**src/rtl/core/kcl_pkg.sv**
```systemverilog
`timescale 1ns / 1ps

package kcl_pkg;

   typedef logic [3:0] key_type;
   typedef logic [1:0] mode_code_type;
   typedef logic [1:0] held_type;
   typedef logic [3:0] count_type;

   localparam int      CsrAddrWidth = 3;
   localparam int      CsrDataWidth = 32;

   typedef logic [CsrAddrWidth-1:0] csr_addr_type;
   typedef logic [CsrDataWidth-1:0] csr_data_type;

   localparam csr_addr_type CSR_MAX_FAILURES = 3'd0;

   localparam key_type   KEY_STAR = 4'd10;
   localparam key_type   KEY_HASH = 4'd11;
   localparam count_type FAIL_TOP = 4'd15;
   localparam count_type MAX_FAILURES_RESET = 4'd3;

endpackage

```
**src/rtl/core/kcl_if.sv**
```systemverilog
`timescale 1ns / 1ps

interface kcl_req_if;
   logic             valid;
   logic             ready;
   kcl_pkg::key_type key;

   modport source (output valid, output key, input ready);
   modport sink (input valid, input key, output ready);
endinterface

interface kcl_rsp_if;
   logic                   valid;
   logic                   ready;
   kcl_pkg::mode_code_type mode;
   logic                   echo;
   kcl_pkg::held_type      digits_held;
   logic                   code_matched;
   logic                   code_failed;
   logic                   code_changed;
   kcl_pkg::count_type     failures;

   modport source (output valid, output mode, output echo, output digits_held,
                   output code_matched, output code_failed, output code_changed,
                   output failures, input ready);
   modport sink (input valid, input mode, input echo, input digits_held,
                 input code_matched, input code_failed, input code_changed,
                 input failures, output ready);
endinterface

```
**src/rtl/core/keypad_code_lock_fsm_top.sv**
```systemverilog
`timescale 1ns / 1ps

// the result item for an accepted key is registered and shows on rsp in the next cycle
// throughput: one key per cycle while the receiver keeps taking results, set by the single state update stage
// a waiting result holds back the next key until the receiver takes it
// reset (synchronous, active high): armed, stored code all zeros, no digits held,
// failure count zero, failure limit 3, no result pending
module keypad_code_lock_fsm_top #(
   parameter int CODE_LENGTH = 4
) (
   input  logic                  clock,
   input  logic                  reset,
   kcl_req_if.sink               req,
   kcl_rsp_if.source             rsp,
   input  logic                  psel,
   input  logic                  penable,
   input  logic                  pwrite,
   input  kcl_pkg::csr_addr_type paddr,
   input  kcl_pkg::csr_data_type pwdata,
   output kcl_pkg::csr_data_type prdata,
   output logic                  pready
);
   import kcl_pkg::*;

   localparam int PosW = (CODE_LENGTH > 1) ? $clog2(CODE_LENGTH) : 1;

   typedef logic [PosW-1:0] pos_type;

   typedef enum logic [1:0] {
      MODE_ARMED    = 2'd0,
      MODE_DISARMED = 2'd1,
      MODE_CHANGE   = 2'd2,
      MODE_ALARM    = 2'd3
   } mode_type;

   mode_type      mode_ff, mode_in;
   pos_type       pos_ff, pos_in;
   count_type     fail_ff, fail_in;
   count_type     max_fail_ff, max_fail_in;
   key_type       code_ff [CODE_LENGTH];
   key_type       code_in [CODE_LENGTH];
   key_type       entry_ff [CODE_LENGTH];
   key_type       entry_in [CODE_LENGTH];

   logic          rsp_valid_ff, rsp_valid_in;
   mode_code_type rsp_mode_ff;
   logic          rsp_echo_ff;
   held_type      rsp_held_ff;
   logic          rsp_matched_ff;
   logic          rsp_failed_ff;
   logic          rsp_changed_ff;
   count_type     rsp_fail_ff;

   logic          take;
   logic          key_ok;
   logic          last;
   logic          same;
   logic          echo;
   logic          matched;
   logic          failed;
   logic          changed;
   count_type     fail_up;
   logic [PosW+1:0] pos_ext;
   logic          csr_write;

   assign req.ready = !rsp_valid_ff || rsp.ready;
   assign take      = req.valid && req.ready;
   assign key_ok    = req.key <= KEY_HASH;
   assign last      = pos_ff == pos_type'(CODE_LENGTH - 1);
   assign fail_up   = (fail_ff < FAIL_TOP) ? fail_ff + 4'd1 : fail_ff;
   assign pos_ext   = {2'b00, pos_in};

   // entry compare with the incoming key as the final digit
   always_comb begin
      same = 1'b1;
      for (int n = 0; n < CODE_LENGTH; n++) begin
         if (n == CODE_LENGTH - 1) begin
            if (req.key != code_ff[n]) same = 1'b0;
         end else begin
            if (entry_ff[n] != code_ff[n]) same = 1'b0;
         end
      end
   end

   always_comb begin
      mode_in  = mode_ff;
      pos_in   = pos_ff;
      fail_in  = fail_ff;
      code_in  = code_ff;
      entry_in = entry_ff;
      echo     = 1'b0;
      matched  = 1'b0;
      failed   = 1'b0;
      changed  = 1'b0;
      if (take && key_ok) begin
         unique case (mode_ff)
            MODE_DISARMED: begin
               if (req.key == KEY_STAR) begin
                  pos_in  = '0;
                  mode_in = MODE_ARMED;
               end else if (req.key == KEY_HASH) begin
                  pos_in  = '0;
                  mode_in = MODE_CHANGE;
               end
            end
            MODE_ARMED, MODE_CHANGE, MODE_ALARM: begin
               echo = 1'b1;
               for (int n = 0; n < CODE_LENGTH; n++) begin
                  if (pos_ff == pos_type'(n)) entry_in[n] = req.key;
               end
               if (last) begin
                  pos_in = '0;
                  if (mode_ff == MODE_CHANGE) begin
                     for (int n = 0; n < CODE_LENGTH; n++) begin
                        code_in[n] = (n == CODE_LENGTH - 1) ? req.key : entry_ff[n];
                     end
                     fail_in = '0;
                     mode_in = MODE_ARMED;
                     changed = 1'b1;
                  end else if (same) begin
                     fail_in = '0;
                     mode_in = MODE_DISARMED;
                     matched = 1'b1;
                  end else begin
                     failed = 1'b1;
                     if (mode_ff == MODE_ARMED) begin
                        fail_in = fail_up;
                        if (fail_up >= max_fail_ff) mode_in = MODE_ALARM;
                     end
                  end
               end else begin
                  pos_in = pos_ff + pos_type'(1);
               end
            end
         endcase
      end
   end

   assign csr_write    = psel && penable && pwrite && pready;
   assign max_fail_in  = (csr_write && paddr[2] == CSR_MAX_FAILURES[2]) ?
                         pwdata[3:0] : max_fail_ff;
   assign rsp_valid_in = take || (rsp_valid_ff && !rsp.ready);

   always_ff @(posedge clock) begin
      if (reset) begin
         mode_ff      <= MODE_ARMED;
         pos_ff       <= '0;
         fail_ff      <= '0;
         max_fail_ff  <= MAX_FAILURES_RESET;
         rsp_valid_ff <= 1'b0;
         for (int n = 0; n < CODE_LENGTH; n++) code_ff[n] <= '0;
      end else begin
         mode_ff      <= mode_in;
         pos_ff       <= pos_in;
         fail_ff      <= fail_in;
         max_fail_ff  <= max_fail_in;
         rsp_valid_ff <= rsp_valid_in;
         code_ff      <= code_in;
         entry_ff     <= entry_in;
         if (take) begin
            rsp_mode_ff    <= mode_code_type'(mode_in);
            rsp_echo_ff    <= echo;
            rsp_held_ff    <= pos_ext[1:0];
            rsp_matched_ff <= matched;
            rsp_failed_ff  <= failed;
            rsp_changed_ff <= changed;
            rsp_fail_ff    <= fail_in;
         end
      end
   end

   assign rsp.valid        = rsp_valid_ff;
   assign rsp.mode         = rsp_mode_ff;
   assign rsp.echo         = rsp_echo_ff;
   assign rsp.digits_held  = rsp_held_ff;
   assign rsp.code_matched = rsp_matched_ff;
   assign rsp.code_failed  = rsp_failed_ff;
   assign rsp.code_changed = rsp_changed_ff;
   assign rsp.failures     = rsp_fail_ff;

   assign pready = 1'b1;
   assign prdata = (paddr[2] == CSR_MAX_FAILURES[2]) ?
                   {{(CsrDataWidth - 4){1'b0}}, max_fail_ff} : '0;

   // at most one outcome per item
   a_one_outcome: assert property (@(posedge clock) disable iff (reset)
      rsp.valid |-> $onehot0({rsp.code_matched, rsp.code_failed, rsp.code_changed}))
      else $error("more than one outcome flag set");

   // a finished entry is always a shown symbol and leaves no digits held
   a_outcome_echo: assert property (@(posedge clock) disable iff (reset)
      (rsp.valid && (rsp.code_matched || rsp.code_failed || rsp.code_changed)) |->
      (rsp.echo && rsp.digits_held == 2'd0))
      else $error("outcome without a finished entry");

   // a match disarms and clears the failure count
   a_match_disarms: assert property (@(posedge clock) disable iff (reset)
      (rsp.valid && rsp.code_matched) |->
      (rsp.mode == mode_code_type'(MODE_DISARMED) && rsp.failures == 4'd0))
      else $error("match did not disarm");

   // storing a new code re-arms the lock
   a_change_arms: assert property (@(posedge clock) disable iff (reset)
      (rsp.valid && rsp.code_changed) |->
      (rsp.mode == mode_code_type'(MODE_ARMED) && rsp.failures == 4'd0))
      else $error("code change did not re-arm");

endmodule

```
**src/flat_wrapper.sv**
```systemverilog
// flat-port wrapper written by rule: the top's interface ports become plain ports
module keypad_code_lock_fsm_top_flat import kcl_pkg::*;
#(
   parameter int CODE_LENGTH = 4
)
  (clock, reset, psel, penable, pwrite, paddr, pwdata, prdata, pready, req_valid, req_key, req_ready, rsp_valid, rsp_mode, rsp_echo, rsp_digits_held, rsp_code_matched, rsp_code_failed, rsp_code_changed, rsp_failures, rsp_ready);
  kcl_req_if req_i ();
  kcl_rsp_if rsp_i ();
  input  logic clock;
  input  logic reset;
  input  logic psel;
  input  logic penable;
  input  logic pwrite;
  input  kcl_pkg::csr_addr_type paddr;
  input  kcl_pkg::csr_data_type pwdata;
  output kcl_pkg::csr_data_type prdata;
  output logic pready;
  input wire logic [$bits(req_i.valid)-1:0] req_valid;
  input wire logic [$bits(req_i.key)-1:0] req_key;
  output wire logic [$bits(req_i.ready)-1:0] req_ready;
  output wire logic [$bits(rsp_i.valid)-1:0] rsp_valid;
  output wire logic [$bits(rsp_i.mode)-1:0] rsp_mode;
  output wire logic [$bits(rsp_i.echo)-1:0] rsp_echo;
  output wire logic [$bits(rsp_i.digits_held)-1:0] rsp_digits_held;
  output wire logic [$bits(rsp_i.code_matched)-1:0] rsp_code_matched;
  output wire logic [$bits(rsp_i.code_failed)-1:0] rsp_code_failed;
  output wire logic [$bits(rsp_i.code_changed)-1:0] rsp_code_changed;
  output wire logic [$bits(rsp_i.failures)-1:0] rsp_failures;
  input wire logic [$bits(rsp_i.ready)-1:0] rsp_ready;
  assign req_i.valid = req_valid;
  assign req_i.key = req_key;
  assign req_ready = req_i.ready;
  assign rsp_valid = rsp_i.valid;
  assign rsp_mode = rsp_i.mode;
  assign rsp_echo = rsp_i.echo;
  assign rsp_digits_held = rsp_i.digits_held;
  assign rsp_code_matched = rsp_i.code_matched;
  assign rsp_code_failed = rsp_i.code_failed;
  assign rsp_code_changed = rsp_i.code_changed;
  assign rsp_failures = rsp_i.failures;
  assign rsp_i.ready = rsp_ready;
  keypad_code_lock_fsm_top #(.CODE_LENGTH(CODE_LENGTH)) u_core (.clock(clock), .reset(reset), .req(req_i), .rsp(rsp_i), .psel(psel), .penable(penable), .pwrite(pwrite), .paddr(paddr), .pwdata(pwdata), .prdata(prdata), .pready(pready));
endmodule
```
**config.mk**
```make
export PLATFORM = sky130hd
export DESIGN_NAME = keypad_code_lock_fsm_top_flat
export DESIGN_NICKNAME = d
export VERILOG_FILES = /design/src/rtl/core/kcl_pkg.sv /design/src/rtl/core/kcl_if.sv /design/src/rtl/core/keypad_code_lock_fsm_top.sv /design/src/flat_wrapper.sv
export SDC_FILE = /design/constraint.sdc
export NUM_CORES = 1
export LEC_CHECK = 0
export CORE_ASPECT_RATIO = 1.1
export CORE_MARGIN = 2
export CORE_UTILIZATION = 35
export CTS_CLUSTER_DIAMETER = 30
export DETAILED_ROUTE_END_ITERATION = 6
export DONT_BUFFER_PORTS = 1
export GPL_TIMING_DRIVEN = 1
export HOLD_SLACK_MARGIN = 0.15
export SLEW_MARGIN = 20
export SYNTH_ARGS = -nofsm -noshare
export SYNTH_HDL_FRONTEND = slang
export SYNTH_SLANG_ARGS = --single-unit
export TNS_END_PERCENT = 1
```
**constraint.sdc**
```tcl
create_clock -name clock -period 2.7 [get_ports clock]
set_clock_uncertainty 0.1 [all_clocks]
set_input_delay 0.405 -clock clock [delete_from_list [all_inputs] [get_ports clock]]
set_output_delay 0.405 -clock clock [all_outputs]
set_load 0.1 [all_outputs]
```
# Word-level counts from Yosys, hierarchy flattened
# Cells that the tools add are included.
[classes]
n_addsub = 2
n_lt_le_gt_ge = 3
eq_ne = 12
n_mux = 30
bitwise = 5
reduce_logical = 20
[op_table]
columns = ["cell", "count"]
rows = [
  ["$mux W4", 8],
  ["$mux W2", 12],
  ["$ne A4 B4 Y1", 4],
  ["$reduce_and A4 Y1", 4],
  ["$eq A2 B2 Y1 const B", 4],
  ["$eq A4 B4 Y1 const B", 2],
  ["$mux W1", 8],
  ["$pmux W2 S2", 2],
  ["$logic_and A1 B1 Y1", 6],
  ["$not A1 Y1", 5],
  ["$add A4 B1 Y4 const B", 1],
  ["$eq A2 B1 Y1 const B", 2],
  ["$ge A4 B4 Y1", 1],
  ["$le A4 B4 Y1 const B", 1],
  ["$logic_not A2 Y1", 2],
  ["$lt A4 B4 Y1 const B", 1],
  ["$reduce_or A4 Y1", 1],
  ["$reduce_and A3 Y1", 1],
  ["$reduce_or A3 Y1", 1],
  ["$add A2 B1 Y2 const B", 1],
  ["$logic_not A1 Y1", 2],
  ["$logic_or A1 B1 Y1", 2],
  ["$reduce_and A2 Y1", 1],
]
[totals]
regBits = 53
in_bits = 46
wordCells = 91

# Logic depth before layout (Yosys ltp)
# Gate-level depths: netlist (run 1).
[depth]
word_depth = 10
depth_mapped = 9
ltp_nobuf = 9

# Least setup slack after synthesis (run 1)
# No wires, ideal clock.
[synth_timing]
kind = "reg-to-reg"
start = "register u_core.rsp_valid_ff, in the netlist u_core.rsp.valid"
end = "register u_core.rsp_fail_ff[3], in the netlist u_core.rsp.failures[3], data pin"
setup_time_ps = 259
t_arrival_ps = 2060
setup_slack_ps = 281
path_stages_with_launch = 8
path_buffers = 2
period_less_slack_ps = 2419
path_cell_list = "dfxtp_1 -> nand2b_1 -> buf_4 -> and4_1 -> buf_4 -> and2_4 -> a31oi_1 -> nor2_1"
[synth_via]
elab_chain_cells = 5
[synth_rtl]
columns = ["element", "line", "source"]
rows = [
  ["start, declared", "keypad_code_lock_fsm_top.sv:45", "logic rsp_valid_ff, rsp_valid_in;"],
  ["start signal, assigned", "keypad_code_lock_fsm_top.sv:157", "rsp_valid_ff <= rsp_valid_in;"],
  ["$logic_not A1 Y1", "keypad_code_lock_fsm_top.sv:66", "assign req.ready = !rsp_valid_ff || rsp.ready;"],
  ["$logic_or A1 B1 Y1", "keypad_code_lock_fsm_top.sv:66", ""],
  ["net req_ready", "flat_wrapper.sv:20", "output wire logic [$bits(req_i.ready)-1:0] req_ready;"],
  ["$logic_and A1 B1 Y1", "keypad_code_lock_fsm_top.sv:67", "assign take = req.valid && req.ready;"],
  ["$logic_and A1 B1 Y1", "keypad_code_lock_fsm_top.sv:95", "if (take && key_ok) begin"],
  ["$mux W4", "keypad_code_lock_fsm_top.sv:95", ""],
  ["net u_core.fail_in[3]", "keypad_code_lock_fsm_top.sv:38", "count_type fail_ff, fail_in;"],
  ["end signal, assigned", "keypad_code_lock_fsm_top.sv:167", "rsp_fail_ff <= fail_in;"],
  ["end, declared", "keypad_code_lock_fsm_top.sv:52", "count_type rsp_fail_ff;"],
]
# The timed path passes the listed nets, and every way through them passes these cells.
# A chain may end at the register's enable or synchronous reset.

# Final worst setup path (run 1)
[layout_timing]
start = "register u_core.fail_ff[1]"
end = "register u_core.rsp_mode_ff[1], in the netlist u_core.rsp.mode[1], data pin"
[layout_via]
elab_chain_cells = 10
word_cells_on_any_way = 11
[layout_rtl]
columns = ["element", "line", "source"]
rows = [
  ["start, declared", "keypad_code_lock_fsm_top.sv:38", ""],
  ["start signal, assigned", "keypad_code_lock_fsm_top.sv:155", "fail_ff <= fail_in;"],
  ["$add A4 B1 Y4 or $lt A4 B4 Y1 (tied branches)", "keypad_code_lock_fsm_top.sv:70", "assign fail_up = (fail_ff < FAIL_TOP) ? fail_ff + 4'd1 : fail_ff;"],
  ["$mux W4 (*)", "keypad_code_lock_fsm_top.sv:70", ""],
  ["$ge A4 B4 Y1 (*)", "keypad_code_lock_fsm_top.sv:128", "if (fail_up >= max_fail_ff) mode_in = MODE_ALARM;"],
  ["$mux W2 (*)", "keypad_code_lock_fsm_top.sv:128", ""],
  ["$mux W2 (*)", "keypad_code_lock_fsm_top.sv:126", "if (mode_ff == MODE_ARMED) begin"],
  ["$mux W2 (*)", "keypad_code_lock_fsm_top.sv:120", "end else if (same) begin"],
  ["$mux W2 (*)", "keypad_code_lock_fsm_top.sv:113", "if (mode_ff == MODE_CHANGE) begin"],
  ["$mux W2 (*)", "keypad_code_lock_fsm_top.sv:111", "if (last) begin"],
  ["$pmux W2 S2 (*)", "keypad_code_lock_fsm_top.sv:96", "unique case (mode_ff)"],
  ["$mux W2 (*)", "keypad_code_lock_fsm_top.sv:95", ""],
  ["net u_core.mode_in[1]", "keypad_code_lock_fsm_top.sv:36", "mode_type mode_ff, mode_in;"],
  ["end signal, assigned", "keypad_code_lock_fsm_top.sv:161", "rsp_mode_ff <= mode_code_type'(mode_in);"],
  ["end, declared", "keypad_code_lock_fsm_top.sv:46", "mode_code_type rsp_mode_ff;"],
]
# The timed path passes the listed nets; every way through them passes the cells marked *.

==> results of run 1 <==
-- logic make-up (layout without fill, tap and decap cells) --
logic type | after synthesis | count (layout) | share of synthesized area [%]
flip-flops | 53 | 53 | 47.4
XOR/XNOR | 17 | 17 | 5.42
buffers and inverters | 49 | 39 | 11.5
adder cells (fa/ha/maj) | 12 | 12 | 5.47
AO/OA/AOI/OAI | 26 | 26 | 6.97
multiplexers | 19 | 19 | 6.97
other | 2 | 29 | 0.274
AND/OR/NAND/NOR | 86 | 86 | 16.0
-- repair_timing --
item                                   4_1_cts  5_1_grt
endpoints found under the hold margin       41        0
hold buffers                                 8        0
buffers inserted                             0        0
-- per-stage QoR --
stage / worst slack (ps) / utilization [%] / power [W]
floorplan: 281 / - / 0.00122
global placement: 244 / 37.2 / 0.00119
detailed placement: 240 / 37.2 / 0.00120
CTS: 234 / 40.2 / 0.00186
global route: 33.5 / 40.2 / 0.00190
finish: 244 / 40.2 / 0.00184
-- worst max-delay path by stage --
stage	start	end	slack [ps]	cells past startpoint
floorplan	u_core.rsp.valid	u_core.rsp.failures[3]	280	7
global placement	u_core.fail_ff[1]	u_core.rsp.mode[1]	240	8
detailed placement	u_core.fail_ff[1]	u_core.rsp.mode[1]	240	8
CTS	u_core.fail_ff[1]	u_core.rsp.mode[1]	230	9
global route	u_core.fail_ff[1]	u_core.rsp.mode[1]	30	9
finish	u_core.fail_ff[1]	u_core.rsp.mode[1]	240	8
-- registers in the layout (all words and copies together) (netlist names) --
register,count
u_core.rsp.mode,2
u_core.mode_ff,2
u_core.fail_ff,4
u_core.rsp.failures,4
u_core.rsp.code_failed,1
u_core.pos_ff,2
u_core.rsp.valid,1
u_core.entry_ff,12
u_core.rsp.code_matched,1
u_core.rsp.digits_held,2
u_core.rsp.code_changed,1
u_core.max_fail_ff,4
u_core.code_ff,16
u_core.rsp.echo,1
-- metal layers --
metal / vias to the layer above / share of wire (%) / wire (um) / GRT usage (%)
li1: 887 / - / - / -
met1: 812 / 44 / 2200 / 15.3
met2: 59 / 48 / 2400 / 20.0
met3: 8 / 5.3 / 265 / 2.56
met4: 0 / 1.9 / 96 / 4.31
met5: - / 0 / 0 / 0
-- critical path, cell delays in order, from the launching register on --
cell	delay, ps
dfxtp_1	360
ha_1	200
nand3_1	150
mux2_2	370
ha_1	270
a21o_1	160
a211o_1	300
a21oi_1	170
o21ai_0	120
-- power by group --
part,switching (W),total [W],internal [W]
logic,0.000246,0.000282,0.0000360
clock network,0.000268,0.000641,0.000373
registers,0.0000620,0.000917,0.000855
-- cells in the mapped netlist (2+ instances only) --
master / instances / area, um^2
ha_1: 12 / 150
nor4_1: 4 / 25.0
buf_6: 2 / 22.5
xor2_1: 16 / 140
a21oi_1: 7 / 35.0
dfxtp_1: 29 / 581
a22o_1: 2 / 17.5
a211o_1: 3 / 26.3
nor2b_1: 5 / 31.3
nor3_1: 2 / 10.0
clkbuf_1: 3 / 11.3
edfxtp_1: 24 / 721
a22oi_2: 2 / 25.0
inv_1: 13 / 48.8
nand2_1: 12 / 45.0
a31oi_1: 5 / 31.3
nor2_1: 35 / 131
conb_1: 2 / 7.51
nand4_1: 7 / 43.8
and2_1: 3 / 18.8
nand2b_1: 2 / 12.5
and3_1: 4 / 25.0
nand3_1: 4 / 20.0
buf_4: 31 / 233
mux2i_1: 18 / 180
-- layout make-up --
cell class              count  area [um^2]
inverters                  13         48.8
flip-flops and latches     53         1300
clock buffers               5         68.8
multi-input cells         189         1240
repair buffers             18          165
well taps                 105          131
clock inverters             3         68.8
fillers                   766         4490
==> impl_metrics.py, run 1 <==
metrics = {
    "status": {
        "status": "completed",
    },
    "grt": {
        "grt_pass1_wl_mm": 8.22,
        "antenna_found_initial": 0,
        "grtUsageTotal_pct": 12.1,
        "grt-ovfl-total": 0,
        "grt_pass1_vias": 1668,
        "grt_max_degree": 30,
    },
    "power": {
        "ir_worst_vdd_mv": 0.226,
        "cellLeakagePower_nw": 1.38,
        "powerDensity_nw_per_um2": 608,
    },
    "clock_network": {
        "cts_sinks": 53,
        "cts_buffers": 5,
        "clock-root-buffer": "clkbuf_8",
        "clkTransAtPathRegs_ps": 100,
        "cts_buffer_depth": 2,
        "clk_latency_ps": 300,
        "htree_levels": 2,
        "ctsResizeCount": 0,
        "cts_tree": "built",
    },
    "synth": {
        "synthArstFlopShare_pct": 0,
        "ys_seq_area_share_pct": 47.4,
        "avgSynthCellArea_um2": 10.4,
        "synthDistinctLibCells": 42,
        "syn_area_um2": 2750,
        "synth_seq_cells": 53,
        "synth_flop_cell": "dfxtp_1",
        "synthCells": 264,
        "yosysWarnings": 0,
        "synth_edf_count": 24,
    },
    "die": {
        "pin_count": 93,
        "die_width_um": 88.4,
        "die_h_um": 96.9,
        "std_cell_rows": 33,
        "design.core.area_um2": 7510,
        "die-area_um2": 8570,
        "floorplan.initialDensity_pct": 36.5,
    },
    "sta": {
        "rsz0062_at_grt": "no",
        "hold_ws_ps": 179,
        "setup_viol": 0,
        "fmax_mhz": 407,
        "hold_viol_final": 0,
        "fin_crit_ps": 2460,
        "tns_ps": 0,
        "period_share_pct": 91.0,
        "slew-limit-headroom_pct": 38.0,
        "drv_slew": 0,
        "worst_pin_slew_ps": 933,
    },
    "worst_setup_path": {
        "critPathKind": "register to register",
        "startpoint_type": "register",
        "cp.arrival_ps": 2410,
        "crit_fanout": 5,
        "reg2reg_depth": 8,
        "crit_path_end_kind": "register",
        "reg2reg_to": "u_core.rsp.mode[1]",
        "worstPathRequired_ps": 2650,
        "reg2reg_slack_ps": 240,
        "r2r_start": "u_core.fail_ff[1]",
    },
    "detailed_routing": {
        "drt_iter0_markers": 79,
        "wl_mm": 4.96,
        "vias": 1766,
        "drtAntennaViolNets": 0,
        "drcViolationCount": 0,
        "vias_per_cell": 4.58,
        "post_drt_wl_per_cell_um": 12.9,
        "drtPass1Iterations": 4,
    },
    "hold_path": {
        "hold_path.class": "primary input to register",
        "hold_start": "reset",
        "hold_depth": 2,
        "worstHoldEndpoint": "u_core.mode_ff[1]",
    },
    "cells_and_area": {
        "antenna_cells": 0,
        "drive_gt1_share_pct": 11.0,
        "mostFrequentLayoutCells": "32 x nor2_1, 29 x conb_1, 29 x dfxtp_1",
        "fin_cells": 386,
        "synthToLayoutAreaGrowth_pct": 10.2,
        "mostFrequentLayoutCell": "nor2_1",
        "design_area_um2": 3020,
        "nets": 338,
    },
    "placement": {
        "dp_hpwl_mm": 3.45,
        "placedCellCount": 370,
        "gp_congestion": 0.868,
        "placed_area_um2": 2800,
        "io_buffers": 0,
    },
    "run": {
        "maxCapViolations": 0,
    },
}
Power figures use the tool's default switching activity.
==> inputs of run 2 (changes only) <==
Settings changed: CORE_UTILIZATION 35 to 25.
Clock period 2.7 ns to 2.6 ns, I/O delays scaled along.
==> impl_metrics.py, run 2 (same netlist as run 1, synthesis figures left out) <==
metrics = {
    "status": {
        "status": "completed",
    },
    "cells_and_area": {
        "top_register": "u_core.code_ff",
        "mostFrequentLayoutCells": "32 x nor2_1, 29 x conb_1, 28 x dfxtp_1",
        "reg_top3": "u_core.code_ff (16), u_core.entry_ff (12)",
        "nets": 345,
        "fin_cells": 436,
        "final_util_pct": 29.3,
        "synthToLayoutAreaGrowth_pct": 15.5,
        "mostFrequentLayoutCell": "nor2_1",
        "design_area_um2": 3170,
        "drive_gt1_share_pct": 13.9,
        "largest_register_ffs": 16,
    },
    "worst_setup_path": {
        "path_cells": "ha_1 > nand3_2 > mux2_2 > ha_1 > a21o_1 > a211o_1 > a21oi_1 > o21ai_0",
        "crit_path_top_delay_cell": "mux2_2",
        "startpoint_type": "register",
        "critPathTopFamily": "compound AO/OA/AOI/OAI gates",
        "cp.arrival_ps": 2330,
        "cpMostUsedCell": "ha_1",
        "crit_buf_inv": 0,
        "crit_fanout": 5,
        "critPathMaxStageDelay_ps": 360,
        "worstPathRequired_ps": 2530,
        "crit_path_end_kind": "register",
        "critPathKind": "register to register",
    },
    "grt": {
        "grt-ovfl-total": 0,
        "antenna_found_initial": 1,
        "grtUsageTotal_pct": 9.75,
        "grt_pass1_vias": 1804,
        "grt_pass1_wl_mm": 9.04,
        "grt_max_degree": 30,
    },
    "clock_network": {
        "clkTransAtPathRegs_ps": 70,
        "cts_sinks": 53,
        "clk_latency_ps": 290,
        "cts_buffer_depth": 2,
        "cts_tree": "built",
        "cts_buffers": 5,
        "clock-root-buffer": "clkbuf_16",
        "htree_levels": 2,
    },
    "detailed_routing": {
        "drtAntennaViolNets": 0,
        "vias_per_cell": 4.22,
        "drt_iter0_markers": 64,
        "wl_mm": 5.65,
        "vias": 1842,
        "post_drt_wl_per_cell_um": 13.0,
        "drtPass1Iterations": 4,
        "drcViolationCount": 0,
    },
    "run": {
        "maxCapViolations": 0,
    },
    "placement": {
        "gp_congestion": 0.764,
        "dp_hpwl_mm": 3.89,
        "placed_area_um2": 2900,
        "io_buffers": 0,
        "placedCellCount": 419,
    },
    "die": {
        "floorplan.initialDensity_pct": 25.4,
        "std_cell_rows": 40,
        "pin_count": 93,
        "die_width_um": 104,
        "design.core.area_um2": 10800,
        "die-area_um2": 11800,
        "die_h_um": 114,
    },
    "sta": {
        "hold_viol_final": 0,
        "tns_ps": 0,
        "hold_ws_ps": 160,
        "rsz0062_at_grt": "no",
        "fin_crit_ps": 2390,
        "drv_slew": 0,
        "slew-limit-headroom_pct": 39.7,
        "worst_pin_slew_ps": 907,
        "setup_viol": 0,
        "period_share_pct": 92.1,
        "fmax_mhz": 418,
    },
    "power": {
        "powerDensity_nw_per_um2": 631,
        "cellLeakagePower_nw": 1.43,
        "ir_worst_vdd_mv": 0.246,
    },
    "hold_path": {
        "hold_path.class": "primary input to register",
    },
}
[run 2: cell count changes in the layout (fill, tap and decap cells not counted)]
| cell | delta |
|---|---|
| nand3_1 | -1 |
| nand3_2 | +1 |
| diode_2 | +1 |
| dfxtp_2 | +1 |
| clkbuf_16 | +5 |
| clkbuf_8 | -5 |
| dfxtp_1 | -1 |
| bufinv_16 | -1 |
| clkinv_2 | +1 |
| buf_4 | +7 |
[run 2: where the power goes]
group          total, W  switching [W]  internal [W]
sequential     0.000918      0.0000301      0.000888
clock          0.000748       0.000292      0.000456
combinational  0.000335       0.000292     0.0000431
total           0.00200       0.000614       0.00139
[run 2: repair_timing]
| item | in CTS | in global routing |
|---|---|---|
| setup endpoints to repair | 0 | 1 |
| hold buffers | 8 | 0 |
| buffers inserted | 0 | 0 |
| resized for setup | 0 | 2 |
| hold endpoints to repair | 41 | 0 |
[run 2: worst paths after layout]
| check | start | to | slack, ps | cells past startpoint |
|---|---|---|---|---|
| hold reg to reg | u_core.max_fail_ff[1] | u_core.max_fail_ff[1] | 370 | 1 |
| setup / recovery | u_core.fail_ff[1] | u_core.rsp.mode[1] | 210 | 8 |
| setup reg to reg | u_core.fail_ff[1] | u_core.rsp.mode[1] | 210 | 8 |
| hold / removal | req_key[3] | u_core.code_ff[3] | 160 | 2 |
[run 2: layer usage]
metal | track usage (%) | up-vias | part of all wire [%]
met2 | 18.1 | 61 | 51
met5 | 0 | - | 0
met4 | 3.24 | 0 | 1.1
li1 | - | 906 | -
met3 | 2.06 | 6 | 4.7
met1 | 11.1 | 869 | 43
[run 2: cell type report]
| class | count | area, um^2 |
|---|---|---|
| antenna | 1 | 2.50 |
| clock buffer | 5 | 125 |
| clock inverter | 3 | 43.8 |
| fill | 1170 | 7640 |
| inverter | 13 | 48.8 |
| multi-input combinational | 189 | 1240 |
| sequential | 53 | 1300 |
| tap | 147 | 184 |
| timing repair buffer | 25 | 218 |
[run 2: stage by stage]
step | power [W] | setup WS, ps
2_1_floorplan | 0.00126 | 181
3_3_place_gp | 0.00125 | 198
3_5_place_dp | 0.00125 | 156
4_1_cts | 0.00202 | 134
5_1_grt | 0.00206 | 43.3
6_report | 0.00200 | 206
==> inputs of run 3 (changes only) <==
Settings changed: ABC_AREA from default to 1.
==> impl_metrics.py, run 3 <==
metrics = {
    "clock_network": {
        "htree_levels": 2,
        "cts_sinks": 53,
        "cts_buffers": 5,
        "ctsResizeCount": 0,
        "clkTransAtPathRegs_ps": 70,
        "clock-root-buffer": "clkbuf_16",
        "cts_buffer_depth": 2,
        "clk_latency_ps": 290,
        "cts_tree": "built",
    },
    "worst_setup_path": {
        "crit_path_end_kind": "register",
        "worstPathRequired_ps": 2560,
        "crit_fanout": 4,
        "reg2reg_depth": 14,
        "critPathKind": "register to register",
        "cp.arrival_ps": 2200,
        "startpoint_type": "register",
    },
    "grt": {
        "grtUsageTotal_pct": 10.0,
        "grt_pass1_wl_mm": 9.77,
        "antenna_found_initial": 0,
        "grt_pass1_vias": 2129,
        "grt_max_degree": 28,
        "grt-ovfl-total": 0,
    },
    "run": {
        "maxCapViolations": 0,
    },
    "cells_and_area": {
        "largest_register_ffs": 16,
        "mostFrequentLayoutCell": "nand2_1",
        "antenna_cells": 0,
        "drive_gt1_share_pct": 10.1,
        "synthToLayoutAreaGrowth_pct": 13.0,
        "nets": 443,
        "design_area_um2": 3250,
        "mostFrequentLayoutCells": "83 x nand2_1, 54 x inv_1, 45 x nor2_1",
        "top_register": "u_core.code_ff",
        "reg_top3": "u_core.code_ff (16), u_core.entry_ff (12)",
    },
    "detailed_routing": {
        "vias_per_cell": 4.05,
        "drcViolationCount": 0,
        "wl_mm": 5.95,
        "vias": 2173,
        "drtAntennaViolNets": 0,
        "drtPass1Iterations": 4,
        "drt_iter0_markers": 84,
        "post_drt_wl_per_cell_um": 11.1,
    },
    "synth": {
        "yosys-top-cells-count": "83 x nand2_1, 54 x inv_1, 49 x nor2_1",
        "synth_seq_cells": 53,
        "synth_flop_cell": "dfxtp_1",
        "synth_edf_count": 24,
        "synth_top_area_share_pct": 25.0,
        "yosys.area.top_type": "edfxtp_1",
        "synthCells": 365,
        "synthArstFlopShare_pct": 0,
        "syn_area_um2": 2880,
        "synthTopCellsByArea": "edfxtp_1 25%, dfxtp_1 20%, nand2_1 11%",
        "yosys.cell_count.top_type": "nand2_1",
        "avgSynthCellArea_um2": 7.89,
        "yosysWarnings": 0,
        "synthDistinctLibCells": 31,
        "ys_seq_area_share_pct": 45.2,
    },
    "power": {
        "p_total_w": 0.00194,
        "powerDensity_nw_per_um2": 598,
        "ir_worst_vdd_mv": 0.267,
        "cellLeakagePower_nw": 1.47,
    },
    "die": {
        "die_width_um": 106,
        "std_cell_rows": 41,
        "pin_count": 93,
        "floorplan.initialDensity_pct": 25.4,
        "die_h_um": 117,
        "die-area_um2": 12400,
        "design.core.area_um2": 11300,
    },
    "sta": {
        "period_share_pct": 86.4,
        "hold_ws_ps": 206,
        "fin_crit_ps": 2250,
        "rsz0062_at_grt": "no",
        "tns_ps": 0,
        "worst_pin_slew_ps": 907,
        "fmax_mhz": 445,
        "setup_viol": 0,
        "drv_slew": 0,
        "slew-limit-headroom_pct": 39.6,
        "hold_viol_final": 0,
        "worst_slack_ps": 355,
    },
    "placement": {
        "placed_area_um2": 3030,
        "dp_slack_ps": 344,
        "gp_congestion": 0.806,
        "io_buffers": 0,
        "dp_hpwl_mm": 4.33,
    },
    "status": {
        "status": "completed",
    },
    "hold_path": {
        "hold_depth": 2,
        "hold_path.class": "primary input to register",
    },
}
-- run 3: repair_timing --
item | in CTS | in global routing
endpoints found under the setup margin | 0 | 0
hold buffers | 8 | 0
buffers inserted | 0 | 0
hold endpoints to repair | 23 | 0
-- run 3: worst paths after layout --
kind	slack, ps	startpoint	endpoint
max	350	u_core.fail_ff[0]	u_core.rsp.mode[1]
min	210	req_key[2]	u_core.code_ff[2]
max reg2reg	350	u_core.fail_ff[0]	u_core.rsp.mode[1]
min reg2reg	370	u_core.code_ff[9]	u_core.code_ff[9]
-- run 3: power breakdown --
part / internal (W) / switching (W) / leakage [nW]
Clock: 0.000357 / 0.000293 / 0.0631
Combinational: 0.0000504 / 0.000310 / 0.950
Sequential: 0.000891 / 0.0000434 / 0.458
Total: 0.00130 / 0.000647 / 1.47
-- run 3: kinds of logic (layout without fill, tap and decap cells) --
group | count (synthesis) | after routing | synth area share [%]
AOI/OAI and AO/OA | 51 | 51 | 9.69
xor gates and xnor gates | 2 | 2 | 0.608
adders and majority gates | 12 | 12 | 5.21
buffers and inverters | 91 | 85 | 15.7
DFF | 53 | 53 | 45.2
other | 2 | 29 | 0.261
and+or+nand+nor | 154 | 154 | 23.3
-- run 3: critical path, stage by stage, from the launching register on --
cell,delay [ps]
dfxtp_1,370
ha_1,230
nand3_2,130
o21ai_1,210
ha_1,280
inv_1,60
o21bai_1,60
nand3_1,70
nand3_1,90
nand2_1,100
a21oi_1,60
nand2_1,70
nand2_1,40
nand2_1,80
inv_1,40
-- run 3: per-layer routing --
metal | track usage (%) | vias up | wire [um]
met2 | 18.7 | 33 | 3040
li1 | - | 1128 | -
met5 | 0 | - | 0
met1 | 11.4 | 1008 | 2630
met4 | 3.68 | 0 | 76
met3 | 1.79 | 4 | 193
-- run 3: final cells by class --
cell class	count	area (um^2)
Clock buffer	6	129
Clock inverter	2	15.0
Fill cell	1223	8080
Inverter	57	214
Multi-Input combinational cell	248	1240
Sequential cell	53	1300
Tap cell	150	188
Timing Repair Buffer	20	170
-- run 3: metrics by stage --
| stage | utilization (%) | cells |
|---|---|---|
| 3_3_place_gp | 26.7 | 520 |
| 6_report | 28.7 | 536 |
| 3_5_place_dp | 26.7 | 520 |
| 4_1_cts | 28.7 | 536 |
| 5_1_grt | 28.7 | 536 |
| 2_1_floorplan | - | 392 |
